**config.mk**
```make
export PLATFORM = sky130hd
export DESIGN_NAME = jvr_axis
export DESIGN_NICKNAME = d
export VERILOG_FILES = /design/src/rtl/jog_velocity_ramp_3axis_defines.svh /design/src/rtl/jvr_pkg.sv /design/src/rtl/jvr_axis.sv
export SDC_FILE = /design/constraint.sdc
export NUM_CORES = 2
export LEC_CHECK = 0
export ABC_CLOCK_PERIOD_IN_PS = 16700
export BUFFER_PORTS_ARGS = -buffer_cell sky130_fd_sc_hd__buf_2
export CAP_MARGIN = 30
export CORE_ASPECT_RATIO = 0.7
export CORE_MARGIN = 5
export CORE_UTILIZATION = 25
export DETAILED_ROUTE_END_ITERATION = 6
export GPL_TIMING_DRIVEN = 0
export SYNTH_ARGS = -nofsm -noshare
export SYNTH_HDL_FRONTEND = slang
export SYNTH_SLANG_ARGS = --single-unit
```
**constraint.sdc**
```tcl
create_clock -name vclk -period 16.7
set_clock_uncertainty 0.2 [all_clocks]
set_input_delay 2.505 -clock vclk [all_inputs]
set_output_delay 2.505 -clock vclk [all_outputs]
set_load 0.05 [all_outputs]
```
**src/rtl/jog_velocity_ramp_3axis_defines.svh**
```systemverilog
// Assertion macros shared by the jog velocity ramp RTL.
// Included by the modules that carry concurrent assertions; no other dependencies.
`ifndef JOG_VELOCITY_RAMP_3AXIS_DEFINES_SVH
`define JOG_VELOCITY_RAMP_3AXIS_DEFINES_SVH

// Checks that the consequent holds in the same cycle as the antecedent.
`define JVR_ASSERT_SAME(label, clk, rst_n, ante, cons, msg) \
    label: assert property (@(posedge clk) disable iff (!(rst_n)) (ante) |-> (cons)) \
        else $error(msg);

// Checks that the consequent holds in the cycle after the antecedent.
`define JVR_ASSERT_NEXT(label, clk, rst_n, ante, cons, msg) \
    label: assert property (@(posedge clk) disable iff (!(rst_n)) (ante) |=> (cons)) \
        else $error(msg);

`endif

```
**src/rtl/jvr_pkg.sv**
```systemverilog
// Shared types and constants for the three-axis jog velocity ramp.
// Has no dependencies; used by jvr_axis and jog_velocity_ramp_3axis.
`default_nettype none

package jvr_pkg;

    localparam int AXES      = 3;
    localparam int NUM_KEYS  = 6;
    localparam int VEL_W     = 32;
    localparam int RATE_W    = 31;
    localparam int DT_W      = 16;
    localparam int FRAC_W    = 16;

    localparam logic [1:0] REQ_KEY  = 2'd0;
    localparam logic [1:0] REQ_TICK = 2'd1;
    localparam logic [1:0] REQ_STOP = 2'd2;

    localparam logic [2:0] KEY_FWD   = 3'd0;
    localparam logic [2:0] KEY_BACK  = 3'd1;
    localparam logic [2:0] KEY_LEFT  = 3'd2;
    localparam logic [2:0] KEY_RIGHT = 3'd3;
    localparam logic [2:0] KEY_UP    = 3'd4;
    localparam logic [2:0] KEY_DOWN  = 3'd5;

    localparam logic [1:0] CFG_MAX_SPEED  = 2'd0;
    localparam logic [1:0] CFG_ACCEL_RATE = 2'd1;
    localparam logic [1:0] CFG_DECEL_RATE = 2'd2;

    localparam logic [RATE_W-1:0] MAX_SPEED_RST  = 31'd1310720;
    localparam logic [RATE_W-1:0] ACCEL_RATE_RST = 31'd6553600;
    localparam logic [RATE_W-1:0] DECEL_RATE_RST = 31'd6553600;

    // Axis order is x (right/left), y (forward/backward), z (up/down).
    localparam logic [2:0] AXIS_PLUS_KEY  [AXES] = '{KEY_RIGHT, KEY_FWD, KEY_UP};
    localparam logic [2:0] AXIS_MINUS_KEY [AXES] = '{KEY_LEFT, KEY_BACK, KEY_DOWN};

    typedef struct packed {
        logic pos;
        logic neg;
    } t_dir;

    typedef struct packed {
        logic [1:0]      req_type;
        logic [2:0]      key_index;
        logic            key_pressed;
        logic [DT_W-1:0] time_step;
    } t_in_beat;

    typedef struct packed {
        logic signed [VEL_W-1:0] vel_x;
        logic signed [VEL_W-1:0] vel_y;
        logic signed [VEL_W-1:0] vel_z;
        logic                    any_key_held;
    } t_out_beat;

endpackage

`default_nettype wire

```
**src/rtl/jvr_axis.sv**
```systemverilog
// Velocity update for one axis: one rate times time step multiply, add, and clamp.
// Depends on jvr_pkg.
`default_nettype none

module jvr_axis (
    input  wire jvr_pkg::t_dir                       i_dir,
    input  wire logic signed [jvr_pkg::VEL_W-1:0]    i_vel,
    input  wire logic [jvr_pkg::DT_W-1:0]            i_dt,
    input  wire logic [jvr_pkg::RATE_W-1:0]          i_max_speed,
    input  wire logic [jvr_pkg::RATE_W-1:0]          i_accel_rate,
    input  wire logic [jvr_pkg::RATE_W-1:0]          i_decel_rate,
    output logic signed [jvr_pkg::VEL_W-1:0]         o_vel
);

    localparam int PROD_W = jvr_pkg::VEL_W + jvr_pkg::DT_W;
    localparam int SUM_W  = jvr_pkg::VEL_W + 2;

    logic                    w_moving;
    logic                    w_plus;
    logic                    w_vel_pos;
    logic                    w_vel_neg;
    logic                    w_reverse;
    logic [jvr_pkg::VEL_W-1:0] w_rate;
    logic [PROD_W-1:0]       w_prod;
    logic [jvr_pkg::VEL_W-1:0] w_step;
    logic signed [SUM_W-1:0] w_vel_ext;
    logic signed [SUM_W-1:0] w_step_ext;
    logic signed [SUM_W-1:0] w_sum_up;
    logic signed [SUM_W-1:0] w_sum_dn;
    logic signed [SUM_W-1:0] w_lim;
    logic signed [SUM_W-1:0] w_neg_lim;
    logic signed [SUM_W-1:0] w_raw;
    logic signed [SUM_W-1:0] w_res;

    assign w_moving  = i_dir.pos ^ i_dir.neg;
    assign w_plus    = i_dir.pos;
    assign w_vel_neg = i_vel[jvr_pkg::VEL_W-1];
    assign w_vel_pos = !w_vel_neg && (i_vel != '0);
    assign w_reverse = (w_plus && w_vel_neg) || (!w_plus && w_vel_pos);

    always_comb begin
        if (!w_moving) begin
            w_rate = {1'b0, i_decel_rate};
        end else if (w_reverse) begin
            w_rate = {i_accel_rate, 1'b0};
        end else begin
            w_rate = {1'b0, i_accel_rate};
        end
    end

    assign w_prod     = PROD_W'(w_rate) * PROD_W'(i_dt);
    assign w_step     = w_prod[PROD_W-1:jvr_pkg::FRAC_W];
    assign w_vel_ext  = SUM_W'(i_vel);
    assign w_step_ext = {2'b00, w_step};
    assign w_sum_up   = w_vel_ext + w_step_ext;
    assign w_sum_dn   = w_vel_ext - w_step_ext;
    assign w_lim      = {3'b000, i_max_speed};
    assign w_neg_lim  = -w_lim;

    always_comb begin
        w_raw = w_plus ? w_sum_up : w_sum_dn;
        if (!w_moving) begin
            if (w_vel_pos) begin
                w_res = (w_sum_dn < 0) ? '0 : w_sum_dn;
            end else if (w_vel_neg) begin
                w_res = (w_sum_up > 0) ? '0 : w_sum_up;
            end else begin
                w_res = '0;
            end
        end else if (w_raw > w_lim) begin
            w_res = w_lim;
        end else if (w_raw < w_neg_lim) begin
            w_res = w_neg_lim;
        end else begin
            w_res = w_raw;
        end
    end

    assign o_vel = w_res[jvr_pkg::VEL_W-1:0];

endmodule

`default_nettype wire

```
; After elaboration in Yosys (flattened, before gate mapping)
; Cells that the tools add are included.
[classes]
add_sub_neg = 3
mul = 1
n_lt_le_gt_ge = 4
muxes = 10
n_bitwise = 1
reduce_logical = 7
[ops]
columns = op, n
row1 = $mux W32, 9
row2 = $mul A32 B16 Y48, 1
row3 = $add A32 B33 Y34, 1
row4 = $gt A34 B1 Y1 const B, 1
row5 = $gt A34 B32 Y1, 1
row6 = $lt A34 B1 Y1 const B, 1
row7 = $lt A34 B34 Y1, 1
row8 = $mux W34, 1
row9 = $neg A31 Y34, 1
row10 = $sub A32 B33 Y34, 1
row11 = $reduce_bool A32 Y1, 1
row12 = $logic_and A1 B1 Y1, 3
row13 = $logic_not A1 Y1, 2
row14 = $logic_or A1 B1 Y1, 1
row15 = $xor A1 B1 Y1, 1
[totals]
reg_bits = 0
inputBits = 143
output_inout_bits = 32
word_cells = 26

; Logic depth before layout (Yosys ltp)
[logic_depth]
depth_word = 13
ltp_mapped = 62

; Worst setup path after synthesis
; OpenSTA, ideal clock, no wires.
[synth_timing]
kind = input-to-output
start = input i_vel[6] (netlist name)
end = output o_vel[31] (netlist name)
arrival_time_ps = 16224
t_required_ps = 13995
slack_ps = -2229
stages = 55
n_path_buf = 8
cell_sequence = nor4_1 -> nand4_1 -> o21ai_2 -> nor2_1 -> a21oi_1 -> buf_1 -> buf_2 -> mux2i_1 -> o21ai_1 -> clkbuf_1 -> nand2_1 -> fa_1 -> inv_1 -> fa_1 -> inv_1 -> fa_1 -> fa_1 -> fa_1 -> (+19 left out) -> a21oi_1 -> nor2b_1 -> a21oi_2 -> a21o_1 -> buf_2 -> o311ai_1 -> ha_1 -> nor2b_1 -> nor3b_1 -> a32oi_1 -> nor3_1 -> o211a_1 -> nor3_1 -> clkbuf_1 -> buf_4 -> clkbuf_1 -> a21oi_1 -> o31ai_1
[synth_via]
elab_chain_len = 13
[synth_lines]
columns = item, line
row1 = "start, declared", jvr_axis.sv:7  ; input wire logic signed [jvr_pkg::VEL_W-1:0] i_vel,
row2 = $reduce_bool A32 Y1, jvr_axis.sv:38  ; assign w_vel_pos = !w_vel_neg && (i_vel != '0);
row3 = $logic_and A1 B1 Y1, jvr_axis.sv:38
row4 = $logic_and A1 B1 Y1, jvr_axis.sv:39  ; assign w_reverse = (w_plus && w_vel_neg) || (!w_plus && w_vel_pos);
row5 = $logic_or A1 B1 Y1, jvr_axis.sv:39
row6 = $mux W32, jvr_axis.sv:44  ; end else if (w_reverse) begin
row7 = $mux W32, jvr_axis.sv:42  ; if (!w_moving) begin
row8 = $mul A32 B16 Y48, jvr_axis.sv:51  ; assign w_prod = PROD_W'(w_rate) * PROD_W'(i_dt);
row9 = $add A32 B33 Y34 or $sub A32 B33 Y34 (tied branches), "jvr_axis.sv:55, jvr_axis.sv:56"
row10 = $gt A34 B1 Y1 or $mux W34 (tied branches), "jvr_axis.sv:66, jvr_axis.sv:61"
row11 = $mux W32 or $lt A34 B34 Y1 (tied branches), "jvr_axis.sv:66, jvr_axis.sv:72"
row12 = $mux W32 (on tied branches), "jvr_axis.sv:65, jvr_axis.sv:72"
row13 = $mux W32 (on tied branches), "jvr_axis.sv:63, jvr_axis.sv:70"
row14 = $mux W32 (*), jvr_axis.sv:62  ; if (!w_moving) begin
row15 = "end, declared", jvr_axis.sv:12  ; output logic signed [jvr_pkg::VEL_W-1:0] o_vel
; Mark *: on every way between the ends. The rest lies on a longest branch, timed or not.

; Worst setup path in the final report
[layout_timing]
start = input i_vel[0] (netlist name)
end = output o_vel[2] (netlist name)
; Same word-level chain as after synthesis.

==> results.txt <==
Max-Cap Viols -> 0
Final min period -> 18.43 ns
DR WL/cell -> 21.3 um
Commonest non-fill, non-tap cells in the layout -> inv_1, nand2_1, fa_1
CP delay by family, top -> compound AO/OA/AOI/OAI gates
Synthesis Warnings -> 0
All-layer global routing usage -> 18.6%
Die Width -> 382 um
Final hold vios -> 0
Reg area -> 0 um2
Final instance area -> 31000 um2
Fin worst setup slack -> -1.73 ns
Ports -> 175
Most used cell, CP -> fa_1
DIE AREA -> 103000 um2
RSZ-0062 raised after global routing -> true
Worst Tran Pin Value -> 1.02 ns
Avg Vias per Cell -> 5.08
Final net count -> 4260
Post-synthesis cell type count -> 91
Max-slew violations -> 0
Clock buffers -> 0
Share of layout cells above drive strength 1 -> 21.6%
WP data required -> 13.99 ns
Multi-input gate area -> 23500 um2
DRC violations left -> 0
Layout sequential cell count -> 0
Total gr overflow -> 0
Initial Utilization -> 25.2%
Fill count -> 10085
Post-route ant nets -> 0
Utilization after layout -> 32.3%
Post-Syn Area -> 24200 um2
DP Area -> 27400 um2
Register area share after synthesis -> 0%
Hold buffer count at CTS -> 0
First-pass GRT wire length -> 147000 um
Most common cell after layout, fill and taps aside -> inv_1
Slowest CP cell -> fa_1
TritonRoute pass-1 iters -> 6
RD Place Congestion -> 0.983
Synthesized Nets -> 3928
Hold WC Path Type -> in2out
Synth Instances -> 3120
Vias in the first global route -> 23146
Failing checks -> negative setup slack
# port buffers -> 172
Antenna violations before repair -> 23
Post-Route WL -> 100000 um
Worst Path Buf+Inv -> 13
Max Fclk -> 54.3 MHz
Pin count of the biggest net entering global routing -> 11
Status -> finished, violations left
Core area -> 96000 um2
Die Y -> 270 um
Setup TNS -> -52.37 ns
Crit share post-route -> 110%
Worst Path Arrival -> 15.72 ns
Slew margin rel. -> 31.1%
Critical path capture point type -> output pin
# rows -> 95
# setup viols final -> 32
Non-Filler Instances -> 4720
Via count -> 23957
Critical Path Start Type -> primary input
Placed cell count -> 4563
Avg Cell Area, Syn -> 7.75 um2
Final HPWL DP -> 83300 um
CP Max Fanout -> 10
CP Class -> in2out
CP peak stage delay -> 0.55 ns
Starting DRT DRC Count -> 2294
Area Growth Syn to Fin -> 28.2%
final cells by class:
| cell class | instances | share of cell area [%] |
|---|---|---|
| Buffer | 163 | 3.77 |
| Inverter | 584 | 7.10 |
| Antenna cell | 9 | 0.0726 |
| Tap cell | 1261 | 5.09 |
| Timing Repair Buffer | 331 | 8.34 |
| Multi-Input combinational cell | 2372 | 75.6 |
synth_stat cells (all sizes together), types with 9 or more instances:
library cell  count  area (um2)
inv             583        2190
nand2           491        1840
fa              419        8390
ha              246        3080
a21oi           170         862
and2            156         976
o21ai           125         648
clkbuf          122         458
nor2            115         432
xnor2            93         815
mux2i            49         490
a21o             43         323
buf              42         254
nand4            40         250
nor3             36         190
nand3            35         175
nor2b            35         219
nand2b           26         163
xor2             26         228
nor4             22         144
o21bai           22         165
o31ai            20         169
a31oi            19         131
a221oi           16         140
a211oi           15         133
o211ai           15         123
o21a             11        82.6
mux2              9         101
o22ai             9        56.3
logic make-up (layout without fill, tap and decap cells):
logic type	Yosys count	after routing	synth area share, %
compound gates	534	534	14.4
simple gates	996	996	19.4
buf+inv	748	1078	12.0
other cells	0	9	0
xor+xnor	119	119	4.31
mux	58	58	2.45
fa+ha+maj	665	665	47.4
final timing paths:
check | cells after the start | slack [ns] | startpoint | end
setup / recovery | 55 | -1.73 | i_vel[0] | o_vel[2]
hold / removal | 4 | 5.22 | i_max_speed[13] | o_vel[13]
stage by stage:
stage	setup slack, ns	hold WS [ns]
5_1_grt	-2.27	5.25
6_report	-1.73	5.22
3_5_place_dp	-4.82	5.27
2_1_floorplan	-0.331	5.02
4_1_cts	-1.55	5.21
3_3_place_gp	-5.21	5.27
layer usage:
| metal | GRT usage, % | vias up | share of wire [%] |
|---|---|---|---|
| li1 | - | 10638 | - |
| met1 | 26.9 | 11899 | 44 |
| met2 | 25.1 | 1299 | 39 |
| met3 | 9.51 | 111 | 16 |
| met4 | 1.97 | 10 | 1.2 |
| met5 | 0 | - | 0.20 |
repair_timing:
action / CTS / global route
resized for setup: 397 / 130
setup buffers: 108 / 31
cloned: 7 / 1
pin swaps: 103 / 97
setup endpoints to repair: 32 / 32
Power is left out: the tool's default activity adds up to more than one toggle a clock period on the data nets, which glitch-free logic cannot reach.
